--- src/hdl/wpc_pkg.sv ---
// shared constants and control types for the waypoint pd command step
package wpc_pkg;

    localparam int CFG_W = 32;
    localparam int IDX_W = 3;
    localparam int GAIN_W = 16;

    localparam logic [IDX_W-1:0] REG_GAINS_X         = 3'd0;
    localparam logic [IDX_W-1:0] REG_GAINS_Y         = 3'd1;
    localparam logic [IDX_W-1:0] REG_GAINS_Z         = 3'd2;
    localparam logic [IDX_W-1:0] REG_GAINS_YAW       = 3'd3;
    localparam logic [IDX_W-1:0] REG_UNIT_STEP       = 3'd4;
    localparam logic [IDX_W-1:0] REG_GOAL_RADIUS     = 3'd5;
    localparam logic [IDX_W-1:0] REG_TARGET_ALTITUDE = 3'd6;
    localparam logic [IDX_W-1:0] REG_TARGET_HEADING  = 3'd7;

    localparam int OBS_W = 3;
    localparam logic [OBS_W-1:0] OBS_CLEAR = 3'd0;
    localparam logic [OBS_W-1:0] OBS_LEFT  = 3'd2;
    localparam logic [OBS_W-1:0] OBS_RIGHT = 3'd3;
    localparam logic [OBS_W-1:0] OBS_LAND  = 3'd5;

    localparam int ALT_RESET  = 1229;
    localparam int TERM_SHIFT = 8;
    localparam int ALT_SHIFT  = 10;
    localparam int PCT_SCALE  = 100;
    localparam int KEEP_PCT   = 33;

    localparam int CNT_W = 6;
    localparam logic [CNT_W-1:0] CNT_MAX = 6'd63;

    typedef struct packed {
        logic load;
        logic term;
        logic maxm;
        logic prep;
        logic ovf;
        logic step;
        logic alt;
    } wpc_ctrl_t;

endpackage

--- src/hdl/wpc_merge.sv ---
// merge stage: largest term, reach test, yaw and altitude shaping, overrides
module wpc_merge #(
    parameter int DW = 16,
    parameter int YAW_DEADBAND = 179
) (
    input  logic                  clk,
    input  wpc_pkg::wpc_ctrl_t    ctrl,
    input  logic signed [DW+9:0]  term_x,
    input  logic signed [DW+9:0]  term_y,
    input  logic signed [DW+9:0]  term_z,
    input  logic signed [DW+9:0]  term_yaw,
    input  logic signed [DW:0]    err_x,
    input  logic signed [DW:0]    err_y,
    input  logic signed [DW:0]    err_yaw,
    input  logic signed [DW-1:0]  lane_roll,
    input  logic signed [DW-1:0]  lane_pitch,
    input  logic signed [DW-1:0]  lane_climb,
    input  logic signed [DW-1:0]  lane_turn,
    input  logic [DW-2:0]         u,
    input  logic [DW-2:0]         radius,
    input  logic [wpc_pkg::OBS_W-1:0] obstacle,
    input  logic                  lost,
    input  logic                  latch,
    output logic [DW+9:0]         m,
    output logic signed [DW-1:0]  roll,
    output logic signed [DW-1:0]  pitch,
    output logic signed [DW-1:0]  climb,
    output logic signed [DW-1:0]  turn,
    output logic                  land,
    output logic                  settled
);
    import wpc_pkg::*;

    localparam int EW = DW + 1;
    localparam int TW = DW + 10;
    localparam int SW = 2 * DW - 2;
    localparam int XW = 2 * DW;
    localparam logic signed [DW-1:0] CMD_HI = {1'b0, {(DW-1){1'b1}}};
    localparam logic signed [DW-1:0] CMD_LO = {1'b1, {(DW-1){1'b0}}};

    logic signed [TW-1:0] mx_a;
    logic signed [TW-1:0] mx_b;
    logic signed [TW-1:0] mx;
    logic [EW-1:0]        ax;
    logic [EW-1:0]        ay;
    logic [EW-1:0]        ayaw;
    logic [SW:0]          sq_sum;
    logic                 reached;
    logic signed [XW-1:0] alt_sh;
    logic signed [DW-1:0] alt_sat;
    logic signed [DW-1:0] u_s;
    logic signed [DW-1:0] yaw_cmd;
    logic                 zero_all;

    logic [TW-1:0]        m_reg;
    logic [SW-1:0]        sqx_reg;
    logic [SW-1:0]        sqy_reg;
    logic [SW-1:0]        rr_reg;
    logic                 prex_reg;
    logic                 prey_reg;
    logic signed [XW-1:0] alt_prod_reg;

    assign mx_a = (term_y > term_x) ? term_y : term_x;
    assign mx_b = (term_yaw > term_z) ? term_yaw : term_z;
    assign mx   = (mx_b > mx_a) ? mx_b : mx_a;

    assign ax   = err_x[EW-1] ? EW'(0) - $unsigned(err_x) : $unsigned(err_x);
    assign ay   = err_y[EW-1] ? EW'(0) - $unsigned(err_y) : $unsigned(err_y);
    assign ayaw = err_yaw[EW-1] ? EW'(0) - $unsigned(err_yaw) : $unsigned(err_yaw);

    assign u_s = $signed({1'b0, u});

    always_ff @(posedge clk)
    begin
        if (ctrl.maxm)
            m_reg <= mx[TW-1] ? TW'(0) - $unsigned(mx) : $unsigned(mx);
        // reach test squares only matter when both per-axis checks pass
        prex_reg <= ax < EW'(radius);
        prey_reg <= ay < EW'(radius);
        sqx_reg  <= SW'(ax[DW-2:0]) * SW'(ax[DW-2:0]);
        sqy_reg  <= SW'(ay[DW-2:0]) * SW'(ay[DW-2:0]);
        rr_reg   <= SW'(radius) * SW'(radius);
        if (ctrl.alt)
            alt_prod_reg <= XW'(lane_climb) * XW'(u_s);
    end

    assign sq_sum  = (SW+1)'(sqx_reg) + (SW+1)'(sqy_reg);
    assign reached = prex_reg && prey_reg && (sq_sum < (SW+1)'(rr_reg));
    assign settled = reached || latch;

    assign alt_sh = alt_prod_reg >>> ALT_SHIFT;

    always_comb
    begin
        if ((alt_sh[XW-1:DW-1] == '0) || (alt_sh[XW-1:DW-1] == '1))
            alt_sat = alt_sh[DW-1:0];
        else
            alt_sat = alt_sh[XW-1] ? CMD_LO : CMD_HI;
    end

    always_comb
    begin
        if (ayaw < EW'(YAW_DEADBAND))
            yaw_cmd = '0;
        else if (err_yaw != '0)
            yaw_cmd = err_yaw[EW-1] ? -u_s : u_s;
        else
            yaw_cmd = lane_turn;
    end

    assign zero_all = settled || (obstacle != OBS_CLEAR) || lost;

    always_comb
    begin
        pitch = zero_all ? '0 : lane_pitch;
        climb = zero_all ? '0 : alt_sat;
        turn  = zero_all ? '0 : yaw_cmd;
        case (obstacle)
            OBS_LEFT:  roll = u_s;
            OBS_RIGHT: roll = -u_s;
            default:   roll = zero_all ? '0 : lane_roll;
        endcase
    end

    assign land = (obstacle == OBS_LAND);
    assign m    = m_reg;

endmodule

--- config.mk ---
export PLATFORM = sky130hd
export DESIGN_NAME = wpc_merge
export DESIGN_NICKNAME = d
export VERILOG_FILES = /design/src/hdl/wpc_pkg.sv /design/src/hdl/wpc_merge.sv
export SDC_FILE = /design/constraint.sdc
export NUM_CORES = 2
export LEC_CHECK = 0
export BUFFER_PORTS_ARGS = -buffer_cell sky130_fd_sc_hd__buf_2
export CORE_ASPECT_RATIO = 0.75
export CORE_UTILIZATION = 30
export DETAILED_ROUTE_END_ITERATION = 10
export PLACE_DENSITY = 0.55
export RECOVER_POWER = 25
export SYNTH_ARGS = -nofsm -noshare
export SYNTH_HDL_FRONTEND = slang
export SYNTH_SLANG_ARGS = --single-unit
--- constraint.sdc ---
create_clock -name clk -period 10.6 [get_ports clk]
set_clock_uncertainty 0.15 [all_clocks]
set_input_delay 1.59 -clock clk [delete_from_list [all_inputs] [get_ports clk]]
set_output_delay 1.59 -clock clk [all_outputs]
set_load 0.005 [all_outputs]
== After elaboration in Yosys (flattened, before gate mapping) ==
Index checks and enable logic that the tools add are counted.

* Logic and storage cells: 55
* Output and inout bits: 92
* Bits of input ports: 262
* Register bits after elaboration: 150

* Mux-type cells: 17
* Order comparisons: 7
* Equality and inequality tests: 4
* Reductions and logical operators: 9
* Multiply operators: 4
* $add $sub $neg: 6

{| class="wikitable"
|+ Operators with widths
! cell !! count
|-
| 16-bit two-way mux || 9
|-
| 15-bit by 15-bit multiplier with 30-bit output || 3
|-
| 26-bit > comparator || 3
|-
| 26-bit two-way mux || 3
|-
| 17-bit two-way mux || 3
|-
| 1-bit by 17-bit subtractor with 17-bit output (first input constant) || 3
|-
| 17-bit by 15-bit < comparator with 1-bit output || 2
|-
| 16-bit by 16-bit multiplier with 32-bit output || 1
|-
| 16-bit one-hot mux with 2 select lines || 1
|-
| 30-bit by 30-bit adder with 31-bit output || 1
|-
| 31-bit by 30-bit < comparator with 1-bit output || 1
|-
| 1-bit by 26-bit subtractor with 26-bit output (first input constant) || 1
|-
| 25-bit two-way mux || 1
|-
| 17-bit == test (second input constant) || 1
|-
| 17-bit logical NOT || 1
|-
| 17-bit by 8-bit < comparator with 1-bit output (second input constant) || 1
|-
| 17-bit nonzero test || 1
|-
| 15-bit negation with 16-bit output || 1
|-
| 3-bit by 2-bit == test with 1-bit output (second input constant) || 2
|-
| 1-bit logical OR || 4
|-
| 3-bit == test (second input constant) || 1
|-
| 3-bit nonzero test || 1
|-
| 1-bit logical AND || 2
|}

== Logic depth before layout (Yosys ltp) ==
* Depth after elaboration: 8
* Mapped depth: 35
* Mapped depth without buffers: 33

== Worst setup path before layout ==
OpenSTA, ideal clock, no wires.

* Path type: input to register
* Start point: input err_x[6]
* End point: register sqx_reg[28]
* Arrival: 9.102 ns
* Data required time: 10.378 ns
* Cell stages on the path: 29
* Setup time: 0.072 ns
* Path slack: 1.276 ns
* Buffers on the path: 0
* Path through: or4_1 -> or3_1 -> o31a_1 -> xnor2_1 -> clkinv_1 -> nand2_1 -> fa_1 -> fa_1 -> inv_1 -> fa_1 -> inv_1 -> fa_1 -> inv_1 -> fa_1 -> inv_1 -> fa_1 -> inv_1 -> ha_1 -> nand3_1 -> o21ai_0 -> nor4_1 -> a21oi_1 -> a221o_1 -> a211oi_1 -> o31ai_1 -> o41ai_1 -> o21bai_1 -> a21oi_1 -> xnor2_1

* Word-level cells in the longest chain between the ends: 3

{| class="wikitable"
|+ Ends and longest elaborated chain
! item !! RTL line !! RTL
|-
| start: declaration || wpc_merge.sv:12 || <nowiki>input logic signed [DW:0] err_x,</nowiki>
|-
| 1-bit by 17-bit subtractor with 17-bit output || wpc_merge.sv:67 || <nowiki>assign ax = err_x[EW-1] ? EW'(0) - $unsigned(err_x) : $unsigned(err_x);</nowiki>
|-
| 17-bit two-way mux * || wpc_merge.sv:67 ||
|-
| 15-bit by 15-bit multiplier with 30-bit output * || wpc_merge.sv:80 || <nowiki>sqx_reg <= SW'(ax[DW-2:0]) * SW'(ax[DW-2:0]);</nowiki>
|-
| end signal: assignment || wpc_merge.sv:80 ||
|-
| end: declaration || wpc_merge.sv:56 || <nowiki>logic [SW-1:0] sqx_reg;</nowiki>
|}

Every way passes the cells marked *; elsewhere a longest branch is shown, timed or not.
A chain may end at the register's enable or synchronous reset.

== Worst setup path after layout ==
* Start point: input err_x[0]
* End point: register sqx_reg[28]

The elaborated chain is that of the path after synthesis.

==> run_results.csv <==
group,metric,value,unit
clocking,path_clk_slew,0.07,ns
setup_path,path_class,"input pin to register",
sta,max_freq,108,MHz
sta,fin_crit,9.29,ns
synthesis,yosysWarnings,0,
place,io_buffers,348,
status,run_status,"complete, but fails checks",
setup_path,crit_end,"sqx_reg[28]",
sta,final.setup.tns,0,ns
global_route,grt_pass1_vias,31600,
sta,rsz0062_at_grt,"false",
status,violations,"max-capacitance violations",
global_route,grt_pass1_wl,176000,um
sta,slew_violations,0,
floorplan,boundaryPins,354,
global_route,grt_antenna_before_repair,8,
synthesis,synthArstFlopShare,0,%
sta,setup_viol,0,
sta,final.period_utilization,87.6,%
sta,worst_slew_pin_slew,1.49,ns
finish,nets,6141,
finish,num-fill-cells,13300,
setup_path,crit_path_start_kind,"input pin",
finish,drive_gt1_share,10.2,%
synthesis,synth_ff_type,"dfxtp_1",
synthesis,netlist_area,38500,sq um
synthesis,synth-seq-cells,137,
clocking,cts_buffers,17,
sta,hold_viol_final,0,
synthesis,synthCells,4404,
clocking,cts_root_buf,"clkbuf_16",
hold_path,hold_path.class,"input pin to register",
synthesis,syn_area_per_cell,8.73,sq um
floorplan,chipWidth,415,um
finish,final_core_util,33.8,%
setup_path,arrival,9.57,ns
sta,timing.hold.ws,1.38,ns
floorplan,die_height,312,um
setup_path,critPathMaxStageDelay,0.54,ns
setup_path,required,10.88,ns
routing,drt_iter0_markers,1639,
routing,dr.pass1.iters,5,
run,cap_violations,1,
clocking,clk_path_buf_depth,2,
setup_path,crit_path_end_kind,"register",
synthesis,synth.distinct_cells,86,
sta,setup_ws,1.31,ns
routing,wl_per_cell,17.0,um
finish,synthToLayoutAreaGrowth,11.4,%
setup_path,crit_fanout,6,
synthesis,synth_edf_count,48,
routing,routed_via_density,4.68,
clocking,cts.sinks,137,
clocking,cts_resized,0,
routing,drcViolationCount,0,
place,dp_hpwl,91500,um
clocking,cts_tree,"done",
global_route,grt_usage,17.2,%
floorplan,rows,113,
synthesis,ys_seq_area_share,8.38,%
floorplan,initial_utilization,30.3,%
clocking,hold_buffers,0,
clocking,cts_setup_buffers,0,
synthesis,syn_nets,5836,
clocking,htreeDepth,4,
floorplan,core,127000,sq um
sta,slew_headroom,0.654,%
global_route,grt_max_degree,49,
setup_path,critPathSlowestCell,"fa_1",
global_route,overflow,0,
place,pre_cts_slack,0.924,ns
setup_path,worstSetupStartpoint,"err_x[0]",
routing,ant_nets,0,
floorplan,fp.dieArea,130000,sq um
place,routabilityCongestion,0.918,
routing,wl,109000,um
routing,route.vias.total,29900,
-- final cells by class --
class / instances / area (sq um) / share of cell area, %
antenna: 4 / 10.0 / 0.0234
multi-input combinational: 3192 / 31200 / 72.8
tap: 1667 / 2090 / 4.87
clock buffer: 17 / 425 / 0.993
clock inverter: 15 / 199 / 0.464
sequential: 137 / 3220 / 7.52
timing repair buffer: 399 / 2100 / 4.90
inverter: 962 / 3610 / 8.43
-- cell usage in the layout, fill, tap and decap left out, types with 18 or more instances in the layout --
cell type	n
a211oi_1	18
xor2_1	76
inv_1	938
nor2_1	308
nor3_1	59
a21oi_1	201
nand3_1	35
clkinv_1	18
o21a_1	35
edfxtp_1	48
dfxtp_1	89
nand2_1	400
ha_1	518
or2_2	19
or3_1	40
o21ai_0	125
nand2b_1	34
nand4_1	23
xnor2_1	130
mux2i_1	48
and2_1	153
buf_4	48
buf_2	336
fa_1	652
a21o_1	64
nor2b_1	24
a31oi_1	28
-- cell families after synthesis --
group / after synthesis / synth area share, %
adder cells (fa/ha/maj): 1170 / 50.8
AND/OR/NAND/NOR: 1160 / 14.2
buffers and inverters: 1075 / 10.6
AO/OA/AOI/OAI: 592 / 9.63
XOR/XNOR: 206 / 4.69
flip-flops: 137 / 8.38
multiplexers: 64 / 1.72
-- worst min path at each step --
stage	slack, ns	endpoint	start	cells after the start
2_1_floorplan	1.47	rr_reg[0]	radius[0]	0
3_3_place_gp	1.84	m[2]	m[2]	1
3_5_place_dp	1.84	m[2]	m[2]	1
4_1_cts	1.29	rr_reg[0]	radius[0]	1
5_1_grt	1.36	sqy_reg[2]	err_y[1]	2
6_report	1.38	sqy_reg[2]	err_y[1]	2
-- metrics by stage --
| step | cell area [sq um] | instances |
|---|---|---|
| after global placement | 42200 | 6357 |
| after floorplan | 38500 | 4404 |
| after global routing | 42900 | 6392 |
| after detailed placement | 42200 | 6357 |
| after CTS | 42900 | 6389 |
| final | 42900 | 6393 |
-- per-layer routing --
metal | track usage [%] | wire (um)
met1 | 24.2 | 51600
met2 | 27.0 | 47600
met3 | 3.46 | 6920
met4 | 4.27 | 2600
met5 | 0 | 23
-- cells in the mapped netlist (all sizes together), types with 23 or more instances --
| master | number | share of area (%) |
|---|---|---|
| inv | 944 | 9.2 |
| fa | 652 | 34 |
| ha | 518 | 17 |
| nand2 | 401 | 4.0 |
| nor2 | 309 | 3.0 |
| a21oi | 201 | 2.6 |
| and2 | 155 | 2.5 |
| o21ai | 137 | 1.8 |
| xnor2 | 130 | 3.0 |
| clkbuf | 96 | 0.94 |
| dfxtp | 89 | 4.6 |
| xor2 | 76 | 1.7 |
| a21o | 64 | 1.2 |
| nor3 | 60 | 0.79 |
| mux2i | 49 | 1.3 |
| edfxtp | 48 | 3.7 |
| or3 | 40 | 0.65 |
| nand3 | 37 | 0.53 |
| o21a | 35 | 0.68 |
| nand2b | 34 | 0.55 |
| a31oi | 29 | 0.51 |
| nor2b | 24 | 0.39 |
| nand4 | 23 | 0.37 |
-- critical path: cells and delay by family --
kind	cells	cell delay, ns
buffers and inverters	7	0.58
xor gates and xnor gates	2	0.60
AOI/OAI and AO/OA	9	2.12
and+or+nand+nor	5	1.35
adders and majority gates	7	3.29
Power is not shown: default switching activity piles up to over one toggle a cycle in this logic, so the estimate is an artifact.
